===== config.mk =====
export PLATFORM = sky130hd
export DESIGN_NAME = dwi_sqrt
export DESIGN_NICKNAME = d
export VERILOG_FILES = /design/src/design/dwi_pkg.sv /design/src/design/dwi_sqrt.sv
export SDC_FILE = /design/constraint.sdc
export NUM_CORES = 1
export LEC_CHECK = 0
export BUFFER_PORTS_ARGS = -buffer_cell sky130_fd_sc_hd__buf_2
export CELL_PAD_IN_SITES_DETAIL_PLACEMENT = 1
export CELL_PAD_IN_SITES_GLOBAL_PLACEMENT = 2
export CORE_UTILIZATION = 34
export DETAILED_ROUTE_END_ITERATION = 8
export MAX_ROUTING_LAYER = met4
export PLACE_DENSITY_LB_ADDON = 0.1
export SLEW_MARGIN = 20
export SYNTH_ARGS = -nofsm -noshare
export SYNTH_HDL_FRONTEND = slang
export SYNTH_SLANG_ARGS = --single-unit

===== constraint.sdc =====
create_clock -name clk -period 3 [get_ports clk]
set_clock_uncertainty 0.15 [all_clocks]
set_input_delay 0.3 -clock clk [delete_from_list [all_inputs] [get_ports clk]]
set_output_delay 0.3 -clock clk [all_outputs]
set_load 0.03 [all_outputs]

===== src/design/dwi_pkg.sv =====
package dwi_pkg;

  // datapath word and unit widths
  localparam int DW   = 112;
  localparam int MW   = 56;
  localparam int MDIG = 8;
  localparam int MUL_STEPS = MW / MDIG;
  localparam int LW   = 80;
  localparam int LGW  = 37;
  localparam int FRAC_BITS = 30;
  localparam int SQW  = 84;
  localparam int RTW  = SQW / 2;
  localparam int DVW  = 104;
  localparam int DSW  = 48;
  localparam int QW   = DVW - FRAC_BITS;
  localparam int SUMW = 40;
  localparam int PCW  = 6;

  localparam logic [33:0] KE_Q30        = 34'd10912973667; // 12.0 + log2(0.28), Q30
  localparam logic [27:0] TWOPI_LN2_Q24 = 28'd152080770;
  localparam logic [22:0] LOG2E_Q22     = 23'd6051102;
  localparam logic [23:0] UF_RESET      = 24'd143059;

  typedef enum logic [1:0] {
    AX_X = 2'd0,
    AX_Y = 2'd1,
    AX_Z = 2'd2
  } axis_t;

  typedef enum logic [3:0] {
    OP_WAIT, OP_LD, OP_MUL, OP_ADD, OP_SUB, OP_SHR1, OP_SHL16, OP_SQRT,
    OP_LOG, OP_DIV, OP_ACC, OP_SETBAD, OP_JMP, OP_NEXTAX, OP_EMIT
  } op_t;

  typedef enum logic [2:0] {R0, R1, R2, R3, RW} reg_t;

  typedef enum logic [3:0] {
    S_D1, S_D2, S_K1, S_K2, S_LEN, S_RW, S_KE, S_SKIN, S_UF, S_TWOPI,
    S_SUMX, S_SUMY, S_SUMZ
  } src_t;

  typedef enum logic [2:0] {
    C_ALWAYS, C_INBAD, C_ZERO, C_NONPOS, C_NOTLAST, C_BAD
  } cond_t;

  typedef enum logic [1:0] {LG_IDLE, LG_NORM, LG_ITER} lg_state_t;

  typedef struct packed {
    op_t            op;
    reg_t           dst;
    reg_t           sa;
    reg_t           sb;
    src_t           src;
    cond_t          cond;
    logic [PCW-1:0] tgt;
  } cw_t;

  typedef struct packed {
    logic [23:0] lx, ly, lz;
    logic [23:0] sx, sy, sz;
    logic [23:0] kx, ky, kz;
    logic [15:0] rw;
    logic [13:0] skin;
  } seg_t;

  // program labels
  localparam logic [PCW-1:0] L_IDLE  = 6'd0;
  localparam logic [PCW-1:0] L_AXIS  = 6'd4;
  localparam logic [PCW-1:0] L_AXBAD = 6'd44;
  localparam logic [PCW-1:0] L_NEXT  = 6'd45;
  localparam logic [PCW-1:0] L_LAST  = 6'd46;
  localparam logic [PCW-1:0] L_EMIT  = 6'd57;
  localparam logic [PCW-1:0] L_BADIN = 6'd58;

  function automatic cw_t mk(op_t op, reg_t d, reg_t a, reg_t b, src_t s, cond_t c,
                             logic [PCW-1:0] t);
    cw_t w;
    w.op = op; w.dst = d; w.sa = a; w.sb = b; w.src = s; w.cond = c; w.tgt = t;
    return w;
  endfunction

  function automatic cw_t ld(reg_t d, src_t s);
    return mk(OP_LD, d, R0, R0, s, C_ALWAYS, L_IDLE);
  endfunction

  function automatic cw_t alu(op_t op, reg_t d, reg_t a, reg_t b);
    return mk(op, d, a, b, S_D1, C_ALWAYS, L_IDLE);
  endfunction

  function automatic cw_t jmp(op_t op, cond_t c, reg_t a, logic [PCW-1:0] t);
    return mk(op, R0, a, R0, S_D1, c, t);
  endfunction

  function automatic cw_t ucode(logic [PCW-1:0] pc);
    cw_t w;
    case (pc)
      6'd0:  w = jmp(OP_WAIT, C_ALWAYS, R0, L_IDLE);
      6'd1:  w = jmp(OP_JMP, C_INBAD, R0, L_BADIN);
      6'd2:  w = ld(RW, S_RW);
      6'd3:  w = alu(OP_LOG, RW, RW, R0);
      // per-axis body
      6'd4:  w = ld(R0, S_D1);
      6'd5:  w = alu(OP_MUL, R0, R0, R0);
      6'd6:  w = ld(R1, S_K2);
      6'd7:  w = alu(OP_MUL, R0, R0, R1);
      6'd8:  w = ld(R1, S_D2);
      6'd9:  w = alu(OP_MUL, R1, R1, R1);
      6'd10: w = ld(R2, S_K1);
      6'd11: w = alu(OP_MUL, R1, R1, R2);
      6'd12: w = alu(OP_ADD, R0, R0, R1);
      6'd13: w = jmp(OP_JMP, C_ZERO, R0, L_AXBAD);
      6'd14: w = alu(OP_LOG, R0, R0, R0);
      6'd15: w = alu(OP_SHR1, R0, R0, R0);
      6'd16: w = ld(R1, S_K1);
      6'd17: w = alu(OP_SHL16, R1, R1, R1);
      6'd18: w = alu(OP_SQRT, R1, R1, R1);
      6'd19: w = ld(R2, S_K2);
      6'd20: w = alu(OP_SHL16, R2, R2, R2);
      6'd21: w = alu(OP_SQRT, R2, R2, R2);
      6'd22: w = alu(OP_ADD, R1, R1, R2);
      6'd23: w = alu(OP_LOG, R1, R1, R1);
      6'd24: w = alu(OP_SUB, R0, R0, R1);
      6'd25: w = alu(OP_SUB, R0, R0, RW);
      6'd26: w = ld(R1, S_KE);
      6'd27: w = alu(OP_ADD, R0, R0, R1);
      6'd28: w = ld(R1, S_SKIN);
      6'd29: w = alu(OP_ADD, R0, R0, R1);
      6'd30: w = jmp(OP_JMP, C_NONPOS, R0, L_AXBAD);
      6'd31: w = ld(R1, S_K1);
      6'd32: w = ld(R2, S_K2);
      6'd33: w = alu(OP_MUL, R1, R1, R2);
      6'd34: w = alu(OP_SQRT, R1, R1, R1);
      6'd35: w = ld(R2, S_UF);
      6'd36: w = alu(OP_MUL, R1, R1, R2);
      6'd37: w = ld(R2, S_LEN);
      6'd38: w = ld(R3, S_TWOPI);
      6'd39: w = alu(OP_MUL, R2, R2, R3);
      6'd40: w = alu(OP_MUL, R1, R1, R2);
      6'd41: w = alu(OP_DIV, R1, R1, R0);
      6'd42: w = alu(OP_ACC, R0, R1, R0);
      6'd43: w = jmp(OP_JMP, C_ALWAYS, R0, L_NEXT);
      6'd44: w = jmp(OP_SETBAD, C_ALWAYS, R0, L_NEXT);
      6'd45: w = jmp(OP_NEXTAX, C_ALWAYS, R0, L_AXIS);
      // end of segment
      6'd46: w = jmp(OP_JMP, C_NOTLAST, R0, L_IDLE);
      6'd47: w = jmp(OP_JMP, C_BAD, R0, L_EMIT);
      6'd48: w = ld(R0, S_SUMX);
      6'd49: w = alu(OP_MUL, R0, R0, R0);
      6'd50: w = ld(R1, S_SUMY);
      6'd51: w = alu(OP_MUL, R1, R1, R1);
      6'd52: w = alu(OP_ADD, R0, R0, R1);
      6'd53: w = ld(R1, S_SUMZ);
      6'd54: w = alu(OP_MUL, R1, R1, R1);
      6'd55: w = alu(OP_ADD, R0, R0, R1);
      6'd56: w = alu(OP_SQRT, R0, R0, R0);
      6'd57: w = alu(OP_EMIT, R0, R0, R0);
      6'd58: w = jmp(OP_SETBAD, C_ALWAYS, R0, L_LAST);
      default: w = jmp(OP_JMP, C_ALWAYS, R0, L_IDLE);
    endcase
    return w;
  endfunction

endpackage


===== src/design/dwi_sqrt.sv =====
module dwi_sqrt (
  input  logic                    clk,
  input  logic                    rst_n,
  input  logic                    start,
  input  logic [dwi_pkg::SQW-1:0] x,
  output logic                    done,
  output logic [dwi_pkg::RTW-1:0] root
);

  logic                      busy_r, busy_nxt;
  logic                      done_r, done_nxt;
  logic [5:0]                cnt_r, cnt_nxt;
  logic [dwi_pkg::SQW-1:0]   x_r, x_nxt;
  logic [dwi_pkg::RTW-1:0]   root_r, root_nxt;
  logic [dwi_pkg::RTW+1:0]   rem_r, rem_nxt, rem2, trial;

  // restoring root, two radicand bits per cycle
  assign rem2  = {rem_r[dwi_pkg::RTW-1:0], x_r[dwi_pkg::SQW-1 -: 2]};
  assign trial = {root_r, 2'b01};

  always_comb begin
    busy_nxt = busy_r;
    done_nxt = 1'b0;
    cnt_nxt  = cnt_r;
    x_nxt    = x_r;
    root_nxt = root_r;
    rem_nxt  = rem_r;
    if (start) begin
      busy_nxt = 1'b1;
      cnt_nxt  = 6'(dwi_pkg::RTW);
      x_nxt    = x;
      root_nxt = '0;
      rem_nxt  = '0;
    end else if (busy_r) begin
      x_nxt = x_r << 2;
      if (rem2 >= trial) begin
        rem_nxt  = rem2 - trial;
        root_nxt = {root_r[dwi_pkg::RTW-2:0], 1'b1};
      end else begin
        rem_nxt  = rem2;
        root_nxt = {root_r[dwi_pkg::RTW-2:0], 1'b0};
      end
      cnt_nxt = cnt_r - 6'd1;
      if (cnt_r == 6'd1) begin
        busy_nxt = 1'b0;
        done_nxt = 1'b1;
      end
    end
  end

  always_ff @(posedge clk) begin
    if (!rst_n) begin
      busy_r <= 1'b0;
      done_r <= 1'b0;
      cnt_r  <= '0;
    end else begin
      busy_r <= busy_nxt;
      done_r <= done_nxt;
      cnt_r  <= cnt_nxt;
    end
  end

  always_ff @(posedge clk) begin
    x_r    <= x_nxt;
    root_r <= root_nxt;
    rem_r  <= rem_nxt;
  end

  assign done = done_r;
  assign root = root_r;

endmodule


==> impl_metrics.toml <==
[floorplan]
die_w_um = 173.1
core_um2 = 28780
die_h_um = 173.1
initial_utilization_pct = 34.58
die_area_um2 = 29960
rows = 62
io-pin-count = 130

[finish]
final_core_util_pct = 46.86
areaGrowthSynthToFinish_pct = 35.52
antenna_cells = 0
drive_gt1_share_pct = 32.24
instances_no_fill = 1699
nNetsFinal = 1435

[worst_setup_path]
reg2regPathDepth = 12
slowest_delay_ns = 0.41
worstSetupPathType = "reg2reg"
r2r_end = "rem_r[41]$_SDFFE_PP0P_"
cp.required_ns = 3.22
cp_top_family = "compound AO/OA/AOI/OAI gates"
crit_buf_inv = 3
endpoint_kind = "flip-flop"
critPathMaxFanout = 8
critPathSlowestCell = "edfxtp_1"
cp-start-kind = "flip-flop"
arrival_ns = 3.08
crit_chain = "inv_1 > ha_1 > nor2b_2 > o31a_1 > o211ai_1 > a31o_2 > a21oi_4 > nor2_4 > buf_4 > buf_4 > a31o_2 > a311oi_2"
ff2ff_setup_slack_ns = 0.14
r2r_start = "x_r[82]$_DFFE_PP_"

[detailed_routing]
finalWirelength_um = 28880
ant_nets = 0
drt_pre_antenna_iters = 4
wl_per_cell_um = 17.00
post_drt_via_cell_ratio = 5.035
num_vias = 8555
drc = 0
drt_iter0_markers = 232

[grt]
grt_max_degree = 119
grt_pass1_wl_um = 47340
grt_pass1_vias = 9047
grt_use_total_pct = 20.38
gr-total-overflow = 0
antenna_found_initial = 0

[synth]
synthFlopType = "dfxtp_1"
synth_seq_area_share_pct = 43.86
syn_nets = 1139
async_reset_ff_share_pct = 0
syn-instance-count = 1006
yosys.area.top_type = "edfxtp_1"
synth.area.top_cells = "edfxtp_1 (25%), dfxtp_1 (19%), mux2_2 (9.4%)"
synth-edff-count = 84
synth_top_area_share_pct = 25.35
synth_warnings = 0
synth-seq-cells = 176
avgSynthCellArea_um2 = 9.891
netlist_area_um2 = 9951
synth.distinct_cells = 72

[clock_network]
cts_buffers = 17
cts.path.max_buffers = 2
cts.reportedPaths.clkPinSlew_ns = 0.08
cts_max_level = 4
cts_tree = "yes"
cts_sinks = 176
insertion_delay_ns = 0.45
clockRootBuffer = "clkbuf_16"

[pwr]
seq_power_share_pct = 25.1
peakVddDrop_mv = 0.4374
switching_share_pct = 40.95
p_int_w = 0.007101
leakage_nw = 5.579
pwr-share-comb_pct = 56.1
p_clk_share_pct = 18.8
powerDensity_nw_per_um2 = 891.7
switching_power_w = 0.004924

[place]
gp_congestion = 0.8123
dp_hpwl_um = 19540
dp_cells = 1573
io_buffers = 129

[hold_path]
hold_depth = 2
hold_class = "in2reg"
min_to = "x_r[60]$_DFFE_PP_"
min-delay-start = "x[60]"

[timing]
maxSlewHeadroom_pct = 51.42
finalHoldViolations = 0
maxSlewViolCount = 0
rsz0062_at_grt = "yes"
tightestPinTransition_ns = 0.7287
clock.fmax_ghz = 0.3497
setup_viol = 0
post-route-min-period_ns = 2.860
period_share_pct = 95.33

[flow_run]
maxCapViolations = 0

[status]
outcome = "completed"
-- stage by stage --
stage	setup slack [ns]	total power [W]	hold slack (ns)	TNS (ns)	area, um^2
after floorplan	0.03252	0.007037	0.2675	0	9957
after global placement	-0.09242	0.009108	0.3366	-0.4821	11730
after detailed placement	-0.09098	0.009126	0.3369	-1.067	11730
after CTS	0.009661	0.01172	0.001085	0	13220
after global routing	-0.02233	0.01291	0.01132	-0.06580	13490
final	0.1402	0.01202	0.02421	0	13490
-- sequential cells by signal, indices dropped and copies added (netlist names) --
register,flops
cnt_r,6
rem_r,42
done,1
busy_r,1
root,42
x_r,84
-- layout make-up --
| class | count | area, um^2 |
|---|---|---|
| Multi-Input combinational cell | 722 | 5408 |
| Clock buffer | 20 | 467.9 |
| Timing Repair Buffer | 329 | 2425 |
| Sequential cell | 176 | 4374 |
| Inverter | 56 | 214.0 |
| Tap cell | 384 | 480.5 |
| Fill cell | 3232 | 15290 |
| Clock inverter | 12 | 116.4 |
-- cell usage in the layout, fill, tap and decap left out, drive strengths merged, types with 6 or more instances in the layout --
cell and instances:
ha 46, mux2 83, and2 7, or3 8
a21o 18, buf 247, a31oi 8, clkbuf 20
nand3 14, and3 6, nand2 93, xnor2 26
o31ai 8, o21bai 8, inv 63, nor4 6
xor2 8, nor2b 12, o21a 10, nor3 11
a311oi 27, o21ai 27, a21oi 59, dlygate4sd3 82
mux2i 44, dfxtp 92, nor2 107, nand4 10
o22ai 7, edfxtp 84
-- synth_stat cells, drive strengths merged (11+ instances only) --
master	instances
xnor2	26
nand2	93
nand3	14
nor2b	12
a311oi	27
dfxtp	92
buf	19
clkbuf	33
o21ai	27
inv	56
mux2	83
a21o	18
edfxtp	84
a21oi	59
ha	46
mux2i	44
nor2	107
nor3	11
-- power by group through the flow --
stage | clock network, W | registers [W] | logic, W
after floorplan | 0 | 0.00301 | 0.00403
after global placement | 0 | 0.00305 | 0.00606
after detailed placement | 0 | 0.00306 | 0.00607
after CTS | 0.00235 | 0.00301 | 0.00637
after global routing | 0.00242 | 0.00306 | 0.00743
final | 0.00227 | 0.00302 | 0.00674
-- repair_timing --
item	4_1_cts	5_1_grt
setup buffers	4	8
hold buffers	82	0
resized for setup	10	47
setup endpoints to repair	34	41
hold endpoints to repair	85	0
pin swaps	4	8
-- layer usage --
layer / vias up / global-route usage, % / share of wire [%]
met5: - / - / 0
met2: 126 / 33.45 / 48
met3: 23 / 3.980 / 3.4
met1: 4138 / 25.33 / 48
li1: 4268 / - / -
met4: 0 / 6.010 / 1.3
-- cell families after synthesis --
family	Yosys count	synth area share [%]
AO/OA/AOI/OAI	220	15.67
XOR/XNOR	34	2.993
adder cells (fa/ha/maj)	46	5.784
buffers and inverters	108	4.325
flip-flops	176	43.86
multiplexers	127	13.82
AND/OR/NAND/NOR	295	13.55
-- how the worst max path moves through the flow --
stage	from	endpoint	slack (ns)	cells after the start
after floorplan	root[28]$_SDFFE_PP0P_	rem_r[27]$_SDFFE_PP0P_	0.03	10
after global placement	root[28]$_SDFFE_PP0P_	rem_r[31]$_SDFFE_PP0P_	-0.09	11
after detailed placement	root[28]$_SDFFE_PP0P_	rem_r[31]$_SDFFE_PP0P_	-0.09	11
after CTS	root[12]$_SDFFE_PP0P_	rem_r[27]$_SDFFE_PP0P_	0.01	10
after global routing	root[35]$_SDFFE_PP0P_	rem_r[10]$_SDFFE_PP0P_	-0.02	11
final	x_r[82]$_DFFE_PP_	rem_r[41]$_SDFFE_PP0P_	0.14	12
Note: power is estimated with default switching activity, not from simulation.
