### config.mk
export PLATFORM = sky130hd
export DESIGN_NAME = dwi_log2
export DESIGN_NICKNAME = d
export VERILOG_FILES = /design/src/design/dwi_pkg.sv /design/src/design/dwi_log2.sv
export SDC_FILE = /design/constraint.sdc
export NUM_CORES = 2
export LEC_CHECK = 0
export BUFFER_PORTS_ARGS = -buffer_cell sky130_fd_sc_hd__buf_2
export CORE_MARGIN = 1
export CORE_UTILIZATION = 55
export DETAILED_ROUTE_END_ITERATION = 7
export GPL_TIMING_DRIVEN = 0
export PLACE_DENSITY = 0.75
export SYNTH_ARGS = -nofsm -noshare
export SYNTH_HDL_FRONTEND = slang
export SYNTH_SLANG_ARGS = --single-unit
### constraint.sdc
create_clock -name clk -period 8.18 [get_ports clk]
set_input_delay 0.409 -clock clk [delete_from_list [all_inputs] [get_ports clk]]
set_output_delay 0.409 -clock clk [all_outputs]
set_load 0.005 [all_outputs]
### src/design/dwi_pkg.sv
package dwi_pkg;

  // datapath word and unit widths
  localparam int DW   = 112;
  localparam int MW   = 56;
  localparam int MDIG = 8;
  localparam int MUL_STEPS = MW / MDIG;
  localparam int LW   = 80;
  localparam int LGW  = 37;
  localparam int FRAC_BITS = 30;
  localparam int SQW  = 84;
  localparam int RTW  = SQW / 2;
  localparam int DVW  = 104;
  localparam int DSW  = 48;
  localparam int QW   = DVW - FRAC_BITS;
  localparam int SUMW = 40;
  localparam int PCW  = 6;

  localparam logic [33:0] KE_Q30        = 34'd10912973667; // 12.0 + log2(0.28), Q30
  localparam logic [27:0] TWOPI_LN2_Q24 = 28'd152080770;
  localparam logic [22:0] LOG2E_Q22     = 23'd6051102;
  localparam logic [23:0] UF_RESET      = 24'd143059;

  typedef enum logic [1:0] {
    AX_X = 2'd0,
    AX_Y = 2'd1,
    AX_Z = 2'd2
  } axis_t;

  typedef enum logic [3:0] {
    OP_WAIT, OP_LD, OP_MUL, OP_ADD, OP_SUB, OP_SHR1, OP_SHL16, OP_SQRT,
    OP_LOG, OP_DIV, OP_ACC, OP_SETBAD, OP_JMP, OP_NEXTAX, OP_EMIT
  } op_t;

  typedef enum logic [2:0] {R0, R1, R2, R3, RW} reg_t;

  typedef enum logic [3:0] {
    S_D1, S_D2, S_K1, S_K2, S_LEN, S_RW, S_KE, S_SKIN, S_UF, S_TWOPI,
    S_SUMX, S_SUMY, S_SUMZ
  } src_t;

  typedef enum logic [2:0] {
    C_ALWAYS, C_INBAD, C_ZERO, C_NONPOS, C_NOTLAST, C_BAD
  } cond_t;

  typedef enum logic [1:0] {LG_IDLE, LG_NORM, LG_ITER} lg_state_t;

  typedef struct packed {
    op_t            op;
    reg_t           dst;
    reg_t           sa;
    reg_t           sb;
    src_t           src;
    cond_t          cond;
    logic [PCW-1:0] tgt;
  } cw_t;

  typedef struct packed {
    logic [23:0] lx, ly, lz;
    logic [23:0] sx, sy, sz;
    logic [23:0] kx, ky, kz;
    logic [15:0] rw;
    logic [13:0] skin;
  } seg_t;

  // program labels
  localparam logic [PCW-1:0] L_IDLE  = 6'd0;
  localparam logic [PCW-1:0] L_AXIS  = 6'd4;
  localparam logic [PCW-1:0] L_AXBAD = 6'd44;
  localparam logic [PCW-1:0] L_NEXT  = 6'd45;
  localparam logic [PCW-1:0] L_LAST  = 6'd46;
  localparam logic [PCW-1:0] L_EMIT  = 6'd57;
  localparam logic [PCW-1:0] L_BADIN = 6'd58;

  function automatic cw_t mk(op_t op, reg_t d, reg_t a, reg_t b, src_t s, cond_t c,
                             logic [PCW-1:0] t);
    cw_t w;
    w.op = op; w.dst = d; w.sa = a; w.sb = b; w.src = s; w.cond = c; w.tgt = t;
    return w;
  endfunction

  function automatic cw_t ld(reg_t d, src_t s);
    return mk(OP_LD, d, R0, R0, s, C_ALWAYS, L_IDLE);
  endfunction

  function automatic cw_t alu(op_t op, reg_t d, reg_t a, reg_t b);
    return mk(op, d, a, b, S_D1, C_ALWAYS, L_IDLE);
  endfunction

  function automatic cw_t jmp(op_t op, cond_t c, reg_t a, logic [PCW-1:0] t);
    return mk(op, R0, a, R0, S_D1, c, t);
  endfunction

  function automatic cw_t ucode(logic [PCW-1:0] pc);
    cw_t w;
    case (pc)
      6'd0:  w = jmp(OP_WAIT, C_ALWAYS, R0, L_IDLE);
      6'd1:  w = jmp(OP_JMP, C_INBAD, R0, L_BADIN);
      6'd2:  w = ld(RW, S_RW);
      6'd3:  w = alu(OP_LOG, RW, RW, R0);
      // per-axis body
      6'd4:  w = ld(R0, S_D1);
      6'd5:  w = alu(OP_MUL, R0, R0, R0);
      6'd6:  w = ld(R1, S_K2);
      6'd7:  w = alu(OP_MUL, R0, R0, R1);
      6'd8:  w = ld(R1, S_D2);
      6'd9:  w = alu(OP_MUL, R1, R1, R1);
      6'd10: w = ld(R2, S_K1);
      6'd11: w = alu(OP_MUL, R1, R1, R2);
      6'd12: w = alu(OP_ADD, R0, R0, R1);
      6'd13: w = jmp(OP_JMP, C_ZERO, R0, L_AXBAD);
      6'd14: w = alu(OP_LOG, R0, R0, R0);
      6'd15: w = alu(OP_SHR1, R0, R0, R0);
      6'd16: w = ld(R1, S_K1);
      6'd17: w = alu(OP_SHL16, R1, R1, R1);
      6'd18: w = alu(OP_SQRT, R1, R1, R1);
      6'd19: w = ld(R2, S_K2);
      6'd20: w = alu(OP_SHL16, R2, R2, R2);
      6'd21: w = alu(OP_SQRT, R2, R2, R2);
      6'd22: w = alu(OP_ADD, R1, R1, R2);
      6'd23: w = alu(OP_LOG, R1, R1, R1);
      6'd24: w = alu(OP_SUB, R0, R0, R1);
      6'd25: w = alu(OP_SUB, R0, R0, RW);
      6'd26: w = ld(R1, S_KE);
      6'd27: w = alu(OP_ADD, R0, R0, R1);
      6'd28: w = ld(R1, S_SKIN);
      6'd29: w = alu(OP_ADD, R0, R0, R1);
      6'd30: w = jmp(OP_JMP, C_NONPOS, R0, L_AXBAD);
      6'd31: w = ld(R1, S_K1);
      6'd32: w = ld(R2, S_K2);
      6'd33: w = alu(OP_MUL, R1, R1, R2);
      6'd34: w = alu(OP_SQRT, R1, R1, R1);
      6'd35: w = ld(R2, S_UF);
      6'd36: w = alu(OP_MUL, R1, R1, R2);
      6'd37: w = ld(R2, S_LEN);
      6'd38: w = ld(R3, S_TWOPI);
      6'd39: w = alu(OP_MUL, R2, R2, R3);
      6'd40: w = alu(OP_MUL, R1, R1, R2);
      6'd41: w = alu(OP_DIV, R1, R1, R0);
      6'd42: w = alu(OP_ACC, R0, R1, R0);
      6'd43: w = jmp(OP_JMP, C_ALWAYS, R0, L_NEXT);
      6'd44: w = jmp(OP_SETBAD, C_ALWAYS, R0, L_NEXT);
      6'd45: w = jmp(OP_NEXTAX, C_ALWAYS, R0, L_AXIS);
      // end of segment
      6'd46: w = jmp(OP_JMP, C_NOTLAST, R0, L_IDLE);
      6'd47: w = jmp(OP_JMP, C_BAD, R0, L_EMIT);
      6'd48: w = ld(R0, S_SUMX);
      6'd49: w = alu(OP_MUL, R0, R0, R0);
      6'd50: w = ld(R1, S_SUMY);
      6'd51: w = alu(OP_MUL, R1, R1, R1);
      6'd52: w = alu(OP_ADD, R0, R0, R1);
      6'd53: w = ld(R1, S_SUMZ);
      6'd54: w = alu(OP_MUL, R1, R1, R1);
      6'd55: w = alu(OP_ADD, R0, R0, R1);
      6'd56: w = alu(OP_SQRT, R0, R0, R0);
      6'd57: w = alu(OP_EMIT, R0, R0, R0);
      6'd58: w = jmp(OP_SETBAD, C_ALWAYS, R0, L_LAST);
      default: w = jmp(OP_JMP, C_ALWAYS, R0, L_IDLE);
    endcase
    return w;
  endfunction

endpackage

### src/design/dwi_log2.sv
module dwi_log2 (
  input  logic                    clk,
  input  logic                    rst_n,
  input  logic                    start,
  input  logic [dwi_pkg::LW-1:0]  x,
  output logic                    done,
  output logic [dwi_pkg::LGW-1:0] lg
);

  dwi_pkg::lg_state_t st_r, st_nxt;

  logic                  done_r, done_nxt;
  logic [dwi_pkg::LW-1:0] nx_r, nx_nxt;
  logic [6:0]            p_r, p_nxt;
  logic [31:0]           m_r, m_nxt;
  logic [dwi_pkg::FRAC_BITS-1:0] fr_r, fr_nxt;
  logic [4:0]            cnt_r, cnt_nxt;
  logic [63:0]           mm;
  logic [32:0]           t;
  logic                  norm_done, iter_last;

  assign mm = 64'(m_r) * 64'(m_r);
  assign t  = mm[63:31];
  assign norm_done = !((nx_r[dwi_pkg::LW-1 -: 8] == 8'd0) && (p_r >= 7'd8)) &&
                     !(!nx_r[dwi_pkg::LW-1] && (p_r != 7'd0));
  assign iter_last = (cnt_r == 5'd1);

  always_comb begin
    st_nxt = st_r;
    case (st_r)
      dwi_pkg::LG_IDLE: if (start) st_nxt = dwi_pkg::LG_NORM;
      dwi_pkg::LG_NORM: if (norm_done) st_nxt = dwi_pkg::LG_ITER;
      dwi_pkg::LG_ITER: if (iter_last) st_nxt = dwi_pkg::LG_IDLE;
      default:          st_nxt = dwi_pkg::LG_IDLE;
    endcase
  end

  always_comb begin
    done_nxt = 1'b0;
    nx_nxt   = nx_r;
    p_nxt    = p_r;
    m_nxt    = m_r;
    fr_nxt   = fr_r;
    cnt_nxt  = cnt_r;
    case (st_r)
      dwi_pkg::LG_IDLE: begin
        if (start) begin
          nx_nxt = x;
          p_nxt  = 7'(dwi_pkg::LW - 1);
        end
      end
      dwi_pkg::LG_NORM: begin
        // leading-one search: byte steps, then bit steps
        if (nx_r[dwi_pkg::LW-1 -: 8] == 8'd0 && p_r >= 7'd8) begin
          nx_nxt = nx_r << 8;
          p_nxt  = p_r - 7'd8;
        end else if (!nx_r[dwi_pkg::LW-1] && p_r != 7'd0) begin
          nx_nxt = nx_r << 1;
          p_nxt  = p_r - 7'd1;
        end else begin
          m_nxt   = nx_r[dwi_pkg::LW-1 -: 32];
          cnt_nxt = 5'(dwi_pkg::FRAC_BITS);
        end
      end
      dwi_pkg::LG_ITER: begin
        // square the mantissa; overflow past 2.0 yields a fraction bit
        if (t[32]) begin
          m_nxt  = t[32:1];
          fr_nxt = {fr_r[dwi_pkg::FRAC_BITS-2:0], 1'b1};
        end else begin
          m_nxt  = t[31:0];
          fr_nxt = {fr_r[dwi_pkg::FRAC_BITS-2:0], 1'b0};
        end
        cnt_nxt = cnt_r - 5'd1;
        if (iter_last) done_nxt = 1'b1;
      end
      default: ;
    endcase
  end

  always_ff @(posedge clk) begin
    if (!rst_n) begin
      st_r   <= dwi_pkg::LG_IDLE;
      done_r <= 1'b0;
      cnt_r  <= '0;
    end else begin
      st_r   <= st_nxt;
      done_r <= done_nxt;
      cnt_r  <= cnt_nxt;
    end
  end

  always_ff @(posedge clk) begin
    nx_r <= nx_nxt;
    p_r  <= p_nxt;
    m_r  <= m_nxt;
    fr_r <= fr_nxt;
  end

  assign done = done_r;
  assign lg   = {p_r, fr_r};

endmodule

==> impl_results.md <==
- Status: finished, violations left
- Failing checks: setup timing
- Nets: between 5k and 6k
- EDFF count, synth: 149
- Final instance area: ~42000 um^2
- Worst path depth: 30
- Critical Path AT: approximately 8.7 ns
- Register-to-register setup slack: -0.30 ns
- Vias in the first global route: 29.9k
- RePlAce Congestion: ~1.0
- Layout cell share with drive strength beyond 1: 0.153
- Total of max-cap violations: 0
- Max frequency: 118 MHz
- Period minus WS final: 8.48 ns
- Final setup margin: -0.295 ns
- Slew HR: 0.357
- Hold-fix buffers, CTS: 0
- Worst Clk Skew: 0.0105 ns
- Post-synth top flop: edfxtp_1
- Root Buffer: clkbuf_16
- Clock Latency Late Sink: roughly 0.43 ns
- Worst Hold Slack: 0.255 ns
- Starting Density: 0.560
- Tot GR Track Use: 0.346
- Routed Antenna Nets: 0
- Hold Violations, Final: 0
- Clk sink count: 157
- Clock tree buffer depth: 2
- CP startpoint kind: register
- Total CTS buffers: 17
- Post-synthesis async set-or-reset flop share: 0
- Part of the Yosys area used for sequential elements: 0.128
- H-Tree Depth: 4
- WL met1: approximately 40000 um
- Worst slack, placed: -2.37 ns
- Met2 WL: 52300 um
- Placed cell area: roughly 38000 um^2
- DR top layer: met4
- Most instantiated library cell after synthesis: inv_1
- Placeable core area: 64800 um^2
- Family with the most delay on the worst path: adder cells
- Io pins: about 120
- Drt first pass iters: 8
- Initial antenna violation count: 9
- Die width: approximately 260 um
- Fillers: roughly 5k
- Syn Std Cell Area: approximately 36000 um^2
- RSZ-0062 raised after global routing: yes
- Pins Over Slew Limit: 0
- Final Core Density: 0.645
- Via count: ~28k
- Worst Path Buf+Inv: 10
- Crit path kind: register to register
- Yosys warns: 0
- Area growth syn-to-layout: 15.1%
- Pin count of the biggest net entering global routing: 40
- WL/cell: roughly 23 um
- Most used cell, CP: fa_1
- Worst Hold Endpoint: nx_r[12]
- Crit Reg-Reg Endpoint: m_r[18]
- DR vias/cell: 5.77
- Die Ht: around 260 um
- First DRT Iteration DRCs: ~3.1k
- Crit end category: register
- CTS tree: yes
- DPL Wire Length: slightly below 90000 um
- Worst reg2reg path depth: 30
- Dominant cells by area after synthesis: fa_1 44%, edfxtp_1 12%, ha_1 11%, inv_1 10%, nand2_1 4.4%
- Hold wc startpoint: x[12]
- Hold path depth: 3
- First-pass GRT wire length: 171000 um
- Routed length on met3: 12500 um
- Final wirelength: ~110000 um
- Tcrit/Tclk final: 1.04
- FF+latch count, synth: ~160
- Hold Crit Class: primary input to register
- IO Port Bufs: 120
- Mapped Nets: around 4.9k
- Slew @ Worst Pin: 0.965 ns
- CP max stage delay: 0.55 ns
- # rows: 93
- Synth Instances: about 3.7k
- Final setup fails: 32
- CP max-delay cell: fa_1
- Full die area: approximately 67000 um^2
- Clock transition at the registers of the reported paths: ~0.060 ns
- Most frequent cells after synthesis: 982 x inv_1, 791 x fa_1, 424 x nand2_1, 305 x ha_1, 236 x and2_1
- Largest area contributor in the netlist: fa_1
- Post-synthesis cell type count: 77
- Critical-path maximum fanout: 10
- Syn Area/Cell: 9.70 um^2
- Overflow after GRT: 0
- Required @ worst endpoint: 8.41 ns
- Synth top area share: 0.436
- RR Startpoint: m_r[5]
- Drt drc: 0
registers in the layout (all words and copies together) (netlist names):
signal	flops
done	1
p_r	7
cnt_r	5
m_r	32
nx_r	80
fr_r	30
st_r	2
stage by stage:
| stage | std cells | setup TNS [ns] |
|---|---|---|
| floorplan | 3745 | 0 |
| finish | 4904 | -5.25 |
| global route | 4898 | -10.62 |
| CTS | 4859 | -0.562 |
| global placement | 4720 | -72.06 |
| detailed placement | 4725 | -73.39 |
tightest hold or removal path: stages:
cell	delay, ns
buf_2	0.07
nand2_1	0.04
o21ai_0	0.05
kinds of logic (layout without fill, tap and decap cells):
group | after synthesis | count (layout) | share of synthesized area
simple gates | 871 | 871 | 0.115
buf+inv | 1127 | 1421 | 0.117
compound gates | 341 | 341 | 0.0599
flops | 157 | 157 | 0.128
xor+xnor | 77 | 77 | 0.0186
fa+ha+maj | 1096 | 1096 | 0.541
mux | 76 | 76 | 0.0210
other cells | 0 | 10 | 0
routing by layer:
metal	GRT usage	vias up
li1	-	11900
met1	0.430	14200
met2	0.544	1699
met3	0.0874	519
met4	0.211	0
met5	0	-
cell usage in the layout, fill, tap and decap left out, types with 33 or more instances in the layout:
cell type and count:
o21ai_0 101, ha_1 273, nor2_1 79, fa_2 38, a21oi_1 61, nand2_1 396, edfxtp_1 149, buf_4 117
xor2_1 38, xnor2_1 33, fa_1 753, a21o_1 43, inv_1 966, clkbuf_1 40, buf_2 125, and2_1 223
mux2i_1 72
worst max-delay path by stage:
stage	startpoint	to	slack, ns
2_1_floorplan	m_r[5]	m_r[9]	0.21
3_3_place_gp	m_r[13]	m_r[9]	-2.33
5_1_grt	m_r[5]	m_r[18]	-0.50
6_report	m_r[5]	m_r[18]	-0.30
3_5_place_dp	m_r[13]	m_r[9]	-2.37
4_1_cts	m_r[23]	m_r[25]	-0.09
what timing repair did:
action                     in CTS  in global routing
setup endpoints to repair      33                 33
pin swaps                      92                 80
resized for setup             395                130
buffers inserted              106                 37
gates cloned                    2                  0
final cells by class:
cell class	instances	area [um^2]	share of cell area
multi-input combinational	2461	28500	0.681
buffer	136	1390	0.0331
antenna	10	25.0	0.000598
tap	855	1070	0.0256
inverter	984	3720	0.0889
timing repair buffer	269	1950	0.0466
clock inverter	12	123	0.00293
sequential	157	4630	0.111
clock buffer	20	437	0.0104
Power is not shown: default switching activity piles up to over one toggle a cycle in this logic, so the estimate is an artifact.
