===== config.mk =====
export PLATFORM = sky130hd
export DESIGN_NAME = dwi_mul
export DESIGN_NICKNAME = d
export VERILOG_FILES = /design/src/design/dwi_pkg.sv /design/src/design/dwi_mul.sv
export SDC_FILE = /design/constraint.sdc
export NUM_CORES = 1
export LEC_CHECK = 0
export ABC_AREA = 1
export BUFFER_PORTS_ARGS = -buffer_cell sky130_fd_sc_hd__buf_2
export CAP_MARGIN = 20
export CORE_AREA = 8 8 273 328
export CTS_CLUSTER_DIAMETER = 80
export CTS_CLUSTER_SIZE = 20
export DETAILED_ROUTE_END_ITERATION = 8
export DIE_AREA = 0 0 281 336
export PLACE_DENSITY_LB_ADDON = 0.1
export SETUP_SLACK_MARGIN = 0.1
export SYNTH_ARGS = -nofsm -noshare
export SYNTH_HDL_FRONTEND = slang
export SYNTH_SLANG_ARGS = --single-unit

===== constraint.sdc =====
create_clock -name clk -period 6.6 [get_ports clk]
set_clock_uncertainty 0.15 [all_clocks]
set_input_delay 1.98 -clock clk [delete_from_list [all_inputs] [get_ports clk]]
set_output_delay 1.98 -clock clk [all_outputs]
set_load 0.03 [all_outputs]

===== src/design/dwi_pkg.sv =====
package dwi_pkg;

  // datapath word and unit widths
  localparam int DW   = 112;
  localparam int MW   = 56;
  localparam int MDIG = 8;
  localparam int MUL_STEPS = MW / MDIG;
  localparam int LW   = 80;
  localparam int LGW  = 37;
  localparam int FRAC_BITS = 30;
  localparam int SQW  = 84;
  localparam int RTW  = SQW / 2;
  localparam int DVW  = 104;
  localparam int DSW  = 48;
  localparam int QW   = DVW - FRAC_BITS;
  localparam int SUMW = 40;
  localparam int PCW  = 6;

  localparam logic [33:0] KE_Q30        = 34'd10912973667; // 12.0 + log2(0.28), Q30
  localparam logic [27:0] TWOPI_LN2_Q24 = 28'd152080770;
  localparam logic [22:0] LOG2E_Q22     = 23'd6051102;
  localparam logic [23:0] UF_RESET      = 24'd143059;

  typedef enum logic [1:0] {
    AX_X = 2'd0,
    AX_Y = 2'd1,
    AX_Z = 2'd2
  } axis_t;

  typedef enum logic [3:0] {
    OP_WAIT, OP_LD, OP_MUL, OP_ADD, OP_SUB, OP_SHR1, OP_SHL16, OP_SQRT,
    OP_LOG, OP_DIV, OP_ACC, OP_SETBAD, OP_JMP, OP_NEXTAX, OP_EMIT
  } op_t;

  typedef enum logic [2:0] {R0, R1, R2, R3, RW} reg_t;

  typedef enum logic [3:0] {
    S_D1, S_D2, S_K1, S_K2, S_LEN, S_RW, S_KE, S_SKIN, S_UF, S_TWOPI,
    S_SUMX, S_SUMY, S_SUMZ
  } src_t;

  typedef enum logic [2:0] {
    C_ALWAYS, C_INBAD, C_ZERO, C_NONPOS, C_NOTLAST, C_BAD
  } cond_t;

  typedef enum logic [1:0] {LG_IDLE, LG_NORM, LG_ITER} lg_state_t;

  typedef struct packed {
    op_t            op;
    reg_t           dst;
    reg_t           sa;
    reg_t           sb;
    src_t           src;
    cond_t          cond;
    logic [PCW-1:0] tgt;
  } cw_t;

  typedef struct packed {
    logic [23:0] lx, ly, lz;
    logic [23:0] sx, sy, sz;
    logic [23:0] kx, ky, kz;
    logic [15:0] rw;
    logic [13:0] skin;
  } seg_t;

  // program labels
  localparam logic [PCW-1:0] L_IDLE  = 6'd0;
  localparam logic [PCW-1:0] L_AXIS  = 6'd4;
  localparam logic [PCW-1:0] L_AXBAD = 6'd44;
  localparam logic [PCW-1:0] L_NEXT  = 6'd45;
  localparam logic [PCW-1:0] L_LAST  = 6'd46;
  localparam logic [PCW-1:0] L_EMIT  = 6'd57;
  localparam logic [PCW-1:0] L_BADIN = 6'd58;

  function automatic cw_t mk(op_t op, reg_t d, reg_t a, reg_t b, src_t s, cond_t c,
                             logic [PCW-1:0] t);
    cw_t w;
    w.op = op; w.dst = d; w.sa = a; w.sb = b; w.src = s; w.cond = c; w.tgt = t;
    return w;
  endfunction

  function automatic cw_t ld(reg_t d, src_t s);
    return mk(OP_LD, d, R0, R0, s, C_ALWAYS, L_IDLE);
  endfunction

  function automatic cw_t alu(op_t op, reg_t d, reg_t a, reg_t b);
    return mk(op, d, a, b, S_D1, C_ALWAYS, L_IDLE);
  endfunction

  function automatic cw_t jmp(op_t op, cond_t c, reg_t a, logic [PCW-1:0] t);
    return mk(op, R0, a, R0, S_D1, c, t);
  endfunction

  function automatic cw_t ucode(logic [PCW-1:0] pc);
    cw_t w;
    case (pc)
      6'd0:  w = jmp(OP_WAIT, C_ALWAYS, R0, L_IDLE);
      6'd1:  w = jmp(OP_JMP, C_INBAD, R0, L_BADIN);
      6'd2:  w = ld(RW, S_RW);
      6'd3:  w = alu(OP_LOG, RW, RW, R0);
      // per-axis body
      6'd4:  w = ld(R0, S_D1);
      6'd5:  w = alu(OP_MUL, R0, R0, R0);
      6'd6:  w = ld(R1, S_K2);
      6'd7:  w = alu(OP_MUL, R0, R0, R1);
      6'd8:  w = ld(R1, S_D2);
      6'd9:  w = alu(OP_MUL, R1, R1, R1);
      6'd10: w = ld(R2, S_K1);
      6'd11: w = alu(OP_MUL, R1, R1, R2);
      6'd12: w = alu(OP_ADD, R0, R0, R1);
      6'd13: w = jmp(OP_JMP, C_ZERO, R0, L_AXBAD);
      6'd14: w = alu(OP_LOG, R0, R0, R0);
      6'd15: w = alu(OP_SHR1, R0, R0, R0);
      6'd16: w = ld(R1, S_K1);
      6'd17: w = alu(OP_SHL16, R1, R1, R1);
      6'd18: w = alu(OP_SQRT, R1, R1, R1);
      6'd19: w = ld(R2, S_K2);
      6'd20: w = alu(OP_SHL16, R2, R2, R2);
      6'd21: w = alu(OP_SQRT, R2, R2, R2);
      6'd22: w = alu(OP_ADD, R1, R1, R2);
      6'd23: w = alu(OP_LOG, R1, R1, R1);
      6'd24: w = alu(OP_SUB, R0, R0, R1);
      6'd25: w = alu(OP_SUB, R0, R0, RW);
      6'd26: w = ld(R1, S_KE);
      6'd27: w = alu(OP_ADD, R0, R0, R1);
      6'd28: w = ld(R1, S_SKIN);
      6'd29: w = alu(OP_ADD, R0, R0, R1);
      6'd30: w = jmp(OP_JMP, C_NONPOS, R0, L_AXBAD);
      6'd31: w = ld(R1, S_K1);
      6'd32: w = ld(R2, S_K2);
      6'd33: w = alu(OP_MUL, R1, R1, R2);
      6'd34: w = alu(OP_SQRT, R1, R1, R1);
      6'd35: w = ld(R2, S_UF);
      6'd36: w = alu(OP_MUL, R1, R1, R2);
      6'd37: w = ld(R2, S_LEN);
      6'd38: w = ld(R3, S_TWOPI);
      6'd39: w = alu(OP_MUL, R2, R2, R3);
      6'd40: w = alu(OP_MUL, R1, R1, R2);
      6'd41: w = alu(OP_DIV, R1, R1, R0);
      6'd42: w = alu(OP_ACC, R0, R1, R0);
      6'd43: w = jmp(OP_JMP, C_ALWAYS, R0, L_NEXT);
      6'd44: w = jmp(OP_SETBAD, C_ALWAYS, R0, L_NEXT);
      6'd45: w = jmp(OP_NEXTAX, C_ALWAYS, R0, L_AXIS);
      // end of segment
      6'd46: w = jmp(OP_JMP, C_NOTLAST, R0, L_IDLE);
      6'd47: w = jmp(OP_JMP, C_BAD, R0, L_EMIT);
      6'd48: w = ld(R0, S_SUMX);
      6'd49: w = alu(OP_MUL, R0, R0, R0);
      6'd50: w = ld(R1, S_SUMY);
      6'd51: w = alu(OP_MUL, R1, R1, R1);
      6'd52: w = alu(OP_ADD, R0, R0, R1);
      6'd53: w = ld(R1, S_SUMZ);
      6'd54: w = alu(OP_MUL, R1, R1, R1);
      6'd55: w = alu(OP_ADD, R0, R0, R1);
      6'd56: w = alu(OP_SQRT, R0, R0, R0);
      6'd57: w = alu(OP_EMIT, R0, R0, R0);
      6'd58: w = jmp(OP_SETBAD, C_ALWAYS, R0, L_LAST);
      default: w = jmp(OP_JMP, C_ALWAYS, R0, L_IDLE);
    endcase
    return w;
  endfunction

endpackage


===== src/design/dwi_mul.sv =====
module dwi_mul (
  input  logic                   clk,
  input  logic                   rst_n,
  input  logic                   start,
  input  logic [dwi_pkg::MW-1:0] a,
  input  logic [dwi_pkg::MW-1:0] b,
  output logic                   done,
  output logic [dwi_pkg::DW-1:0] prod
);

  logic                   busy_r, busy_nxt;
  logic                   done_r, done_nxt;
  logic [2:0]             cnt_r, cnt_nxt;
  logic [dwi_pkg::MW-1:0] a_r, a_nxt, b_r, b_nxt;
  logic [dwi_pkg::DW-1:0] acc_r, acc_nxt;
  logic [dwi_pkg::MW+dwi_pkg::MDIG-1:0] pp;

  // one 8-bit digit of b per cycle, msb digit first
  assign pp = (dwi_pkg::MW+dwi_pkg::MDIG)'(a_r) *
              (dwi_pkg::MW+dwi_pkg::MDIG)'(b_r[dwi_pkg::MW-1 -: dwi_pkg::MDIG]);

  always_comb begin
    busy_nxt = busy_r;
    done_nxt = 1'b0;
    cnt_nxt  = cnt_r;
    a_nxt    = a_r;
    b_nxt    = b_r;
    acc_nxt  = acc_r;
    if (start) begin
      busy_nxt = 1'b1;
      cnt_nxt  = 3'(dwi_pkg::MUL_STEPS);
      a_nxt    = a;
      b_nxt    = b;
      acc_nxt  = '0;
    end else if (busy_r) begin
      acc_nxt = (acc_r << dwi_pkg::MDIG) + dwi_pkg::DW'(pp);
      b_nxt   = b_r << dwi_pkg::MDIG;
      cnt_nxt = cnt_r - 3'd1;
      if (cnt_r == 3'd1) begin
        busy_nxt = 1'b0;
        done_nxt = 1'b1;
      end
    end
  end

  always_ff @(posedge clk) begin
    if (!rst_n) begin
      busy_r <= 1'b0;
      done_r <= 1'b0;
      cnt_r  <= '0;
    end else begin
      busy_r <= busy_nxt;
      done_r <= done_nxt;
      cnt_r  <= cnt_nxt;
    end
  end

  always_ff @(posedge clk) begin
    a_r   <= a_nxt;
    b_r   <= b_nxt;
    acc_r <= acc_nxt;
  end

  assign done = done_r;
  assign prod = acc_r;

endmodule


==> flow_summary.html <==
<table>
<tr><th>Metric</th><th>Value</th></tr>
<tr><th colspan="2">Clocking</th></tr>
<tr><td>TritonCTS clock tree</td><td>yes</td></tr>
<tr><td>CTS H-tree lvls</td><td>1</td></tr>
<tr><td>Clock transition at path regs</td><td>roughly 0.08 ns</td></tr>
<tr><td>Cts-stage hold buffer count</td><td>0</td></tr>
<tr><td>Clk Latency, worst-skew pair</td><td>0.60 ns</td></tr>
<tr><td>Clk Tree Root Cell</td><td>clkbuf_16</td></tr>
<tr><td>Buffers inserted during post-CTS setup optimization</td><td>0</td></tr>
<tr><td>Deepest clock path buffer count</td><td>3</td></tr>
<tr><td>Inserted Clock Buffers</td><td>25</td></tr>
<tr><td>Cts repair resizes</td><td>0</td></tr>
<tr><td>Total number of clock tree sinks</td><td>~230</td></tr>
<tr><th colspan="2">Global route</th></tr>
<tr><td>Number of antenna violations at the first check in global routing</td><td>5</td></tr>
<tr><td>Overall global routing resource usage</td><td>0.229</td></tr>
<tr><td>First-pass GRT wire length</td><td>roughly 160000 µm</td></tr>
<tr><td>Maximum number of pins on one net before global-route repair</td><td>74</td></tr>
<tr><td>Vias in the first global route</td><td>26100</td></tr>
<tr><td>Total gr overflow</td><td>0</td></tr>
<tr><th colspan="2">Route</th></tr>
<tr><td>Number of routed nets with antenna violations</td><td>0</td></tr>
<tr><td>Met2 Routed Length</td><td>about 55000 µm</td></tr>
<tr><td>Initial detailed-routing violation count</td><td>between 1500 and 2000</td></tr>
<tr><td>Met1 routed wirelength after detailed routing</td><td>approximately 45000 µm</td></tr>
<tr><td>Top routing layer in use</td><td>met5</td></tr>
<tr><td>Via count normalized by instance count</td><td>between 4 and 5</td></tr>
<tr><td>Routed wire length per instance</td><td>approximately 19 µm</td></tr>
<tr><td>Final routed DRC violation total</td><td>0</td></tr>
<tr><td>Detailed-routed wire length on met3</td><td>4100 µm</td></tr>
<tr><td>First drt pass iteration count</td><td>5</td></tr>
<tr><td>Total wire length after detailed routing</td><td>107000 µm</td></tr>
<tr><td>Via count</td><td>~25000</td></tr>
<tr><th colspan="2">Timing</th></tr>
<tr><td>Transition time at the pin with the least slew margin</td><td>approximately 1.1 ns</td></tr>
<tr><td>Setup repair after global routing missed its margin</td><td>no</td></tr>
<tr><td>Final count of pins violating max slew</td><td>0</td></tr>
<tr><td>Peak Freq</td><td>162 MHz</td></tr>
<tr><td>Final-report setup violation count</td><td>0</td></tr>
<tr><td>Final critical-path setup slack</td><td>0.418 ns</td></tr>
<tr><td>Period utilization</td><td>0.937</td></tr>
<tr><td>Min Clock Period, post-route</td><td>a little over 6 ns</td></tr>
<tr><td>Headroom to the max-slew limit</td><td>0.281</td></tr>
<tr><td>Number of hold-slack violations in the final timing report</td><td>0</td></tr>
<tr><td>Sum of negative setup slack</td><td>0 ns</td></tr>
<tr><th colspan="2">Floorplan</th></tr>
<tr><td>Die X</td><td>281 µm</td></tr>
<tr><td>Starting density of the core</td><td>0.346</td></tr>
<tr><td>Die footprint</td><td>94400 µm²</td></tr>
<tr><td>Number of placement rows</td><td>around 120</td></tr>
<tr><td>Core Region</td><td>around 84000 µm²</td></tr>
<tr><td>IO Count</td><td>around 230</td></tr>
<tr><td>Die Ht</td><td>between 300 and 400 µm</td></tr>
<tr><th colspan="2">Synth</th></tr>
<tr><td>Syn avg cell area</td><td>6.77 µm²</td></tr>
<tr><td>Total of warnings raised by yosys</td><td>0</td></tr>
<tr><td>Biggest area consumer among synthesized cells</td><td>fa_1</td></tr>
<tr><td>Count of different cell masters after synthesis</td><td>44</td></tr>
<tr><td>Share of the yosys chip area belonging to registers</td><td>0.196</td></tr>
<tr><td>Syn Nets</td><td>about 4900</td></tr>
<tr><td>Cell Area, Synth</td><td>29100 µm²</td></tr>
<tr><td>Area share of the largest cell type after synthesis</td><td>0.260</td></tr>
<tr><td>Synthesis-stage register bit count</td><td>between 200 and 250</td></tr>
<tr><td>Leading post-synthesis cells by cell area</td><td>fa_1 26%, nand2_1 21%, inv_1 16%</td></tr>
<tr><td>Synth Instances</td><td>roughly 4300</td></tr>
<tr><th colspan="2">Min path</th></tr>
<tr><td>Type of the worst min-delay path</td><td>register to register</td></tr>
<tr><th colspan="2">Setup path</th></tr>
<tr><td>Critical-path maximum fanout</td><td>15</td></tr>
<tr><td>Critical setup path kind</td><td>register to register</td></tr>
<tr><td>Startpoint type of the worst setup path</td><td>register</td></tr>
<tr><td>Required time reported for the critical path endpoint</td><td>around 6.9 ns</td></tr>
<tr><td>Worst setup EP type</td><td>register</td></tr>
<tr><td>Critical path arrival</td><td>~6.5 ns</td></tr>
<tr><th colspan="2">Place</th></tr>
<tr><td>Half-perimeter wire length after placement</td><td>between 80000 and 90000 µm</td></tr>
<tr><td>Port-buffer cells</td><td>about 230</td></tr>
<tr><td>Total placed instance area</td><td>roughly 31000 µm²</td></tr>
<tr><td>Placement-stage worst setup slack</td><td>between 0.4 and 0.5 ns</td></tr>
<tr><td>Gp weighted congestion</td><td>0.961</td></tr>
<tr><th colspan="2">Final layout</th></tr>
<tr><td>Net total in the final layout</td><td>about 5000</td></tr>
<tr><td>Fraction of layout instances using a drive strength above 1</td><td>0.0829</td></tr>
<tr><td>Signed area change from the synthesized netlist to the final layout</td><td>10.5%</td></tr>
<tr><td>Final Instance Area</td><td>32200 µm²</td></tr>
<tr><td>Diode count</td><td>0</td></tr>
<tr><th colspan="2">Outcome</th></tr>
<tr><td>Status</td><td>complete, no violations</td></tr>
<tr><th colspan="2">Flow run</th></tr>
<tr><td>Max-cap violation count</td><td>0</td></tr>
</table>
[placed cells by master, fill, tap and decap left out, types with 12 or more instances in the layout]
| cell | synthesis | routed |
|---|---|---|
| nand2_1 | 1615 | 1615 |
| nor3_2 | 12 | 12 |
| nor2_2 | 31 | 31 |
| fa_1 | 379 | 379 |
| nor3_1 | 28 | 28 |
| nand2_2 | 13 | 13 |
| dfxtp_1 | 117 | 117 |
| buf_4 | 0 | 17 |
| inv_1 | 1214 | 1213 |
| nand3_1 | 140 | 140 |
| nor2_1 | 159 | 157 |
| a21oi_1 | 55 | 55 |
| buf_2 | 2 | 226 |
| clkbuf_16 | 0 | 25 |
| o22ai_1 | 39 | 39 |
| ha_1 | 94 | 94 |
| xnor2_1 | 29 | 29 |
| o21ai_0 | 40 | 40 |
| edfxtp_1 | 112 | 112 |
| nand4_1 | 36 | 36 |
| nand3b_1 | 14 | 14 |
[layer usage]
metal / vias to the layer above / GRT usage
met4: 8 / 0.0724
met3: 150 / 0.0259
met2: 527 / 0.417
met1: 12100 / 0.279
met5: - / 0
li1: 12600 / -
[through the flow]
stage | utilization | instances | hold slack, ns
after floorplan | - | 4307 | 0.297
after global placement | 0.373 | 5549 | 0.293
after detailed placement | 0.373 | 5549 | 0.289
after CTS | 0.383 | 5593 | 0.307
after global routing | 0.383 | 5593 | 0.316
final | 0.383 | 5593 | 0.302
[worst max-delay path, stage by stage, from the launching register on]
cell	delay, ns
edfxtp_1	0.83
buf_4	0.32
buf_4	0.16
nand2_1	0.05
inv_1	0.10
fa_1	0.42
fa_1	0.52
fa_1	0.59
inv_1	0.07
fa_1	0.54
inv_1	0.04
ha_1	0.36
nand2_1	0.12
nor2_1	0.16
nand2_1	0.09
inv_1	0.17
nand2_1	0.08
nand3b_1	0.35
nand2_1	0.09
nand2_1	0.35
nand2_1	0.19
nand2_1	0.09
nand2_1	0.05
nand3_1	0.08
nand2_1	0.07
[Yosys cell counts]
| library cell | count |
|---|---|
| xor2_1 | 3 |
| nand2_1 | 1615 |
| and2_4 | 1 |
| and2_2 | 1 |
| nand4_2 | 1 |
| nor3_1 | 28 |
| nor2_1 | 159 |
| nand3_2 | 4 |
| nor3_2 | 12 |
| a221oi_1 | 1 |
| nor2_2 | 31 |
| o21ai_1 | 4 |
| nand3_1 | 140 |
| ha_1 | 94 |
| a31oi_1 | 1 |
| clkbuf_1 | 58 |
| clkbuf_8 | 1 |
| inv_2 | 6 |
| clkinv_1 | 1 |
| or2_4 | 1 |
| nor2_4 | 1 |
| buf_2 | 2 |
| a21boi_0 | 1 |
| nand3b_1 | 14 |
| dlygate4sd1_1 | 1 |
| a21oi_1 | 55 |
| fa_1 | 379 |
| o22ai_1 | 39 |
| nand4_1 | 36 |
| o21ai_0 | 40 |
| buf_6 | 1 |
| nand2_2 | 13 |
| and2_1 | 8 |
| inv_1 | 1214 |
| dfxtp_1 | 117 |
| xnor2_1 | 29 |
| o21bai_1 | 2 |
| buf_1 | 19 |
| nand3b_2 | 2 |
| nand3b_4 | 1 |
| or2_2 | 2 |
| edfxtp_1 | 112 |
| or2_1 | 1 |
| clkbuf_2 | 56 |
[logic make-up after synthesis]
kind of cell / synth area share
flops: 0.196
compound gates: 0.0267
fa+ha+maj: 0.301
xor+xnor: 0.00962
buf+inv: 0.178
simple gates: 0.289
[cell type report]
| cell class | instances | area (µm²) |
|---|---|---|
| sequential | 229 | 5710 |
| fill | 9194 | 52000 |
| tap | 1130 | 1410 |
| clock inverter | 15 | 198 |
| timing repair buffer | 250 | 1400 |
| multi-input combinational | 2719 | 18300 |
| inverter | 1221 | 4590 |
| clock buffer | 29 | 651 |
[final timing paths]
check | start | endpoint | slack [ns] | cells past startpoint
worst min register to register | prod[111] | prod[111] | 0.30 | 2
worst min-delay path | prod[111] | prod[111] | 0.30 | 2
worst max-delay path | b_r[55] | prod[107] | 0.42 | 24
worst max register to register | b_r[55] | prod[107] | 0.42 | 24
[sequential cells by signal, summed over array words and instances, names as in the netlist]
signal,cells
done,1
busy_r,1
prod,112
b_r,56
a_r,56
cnt_r,3
Power is not shown: default switching activity piles up to over one toggle a cycle in this logic, so the estimate is an artifact.
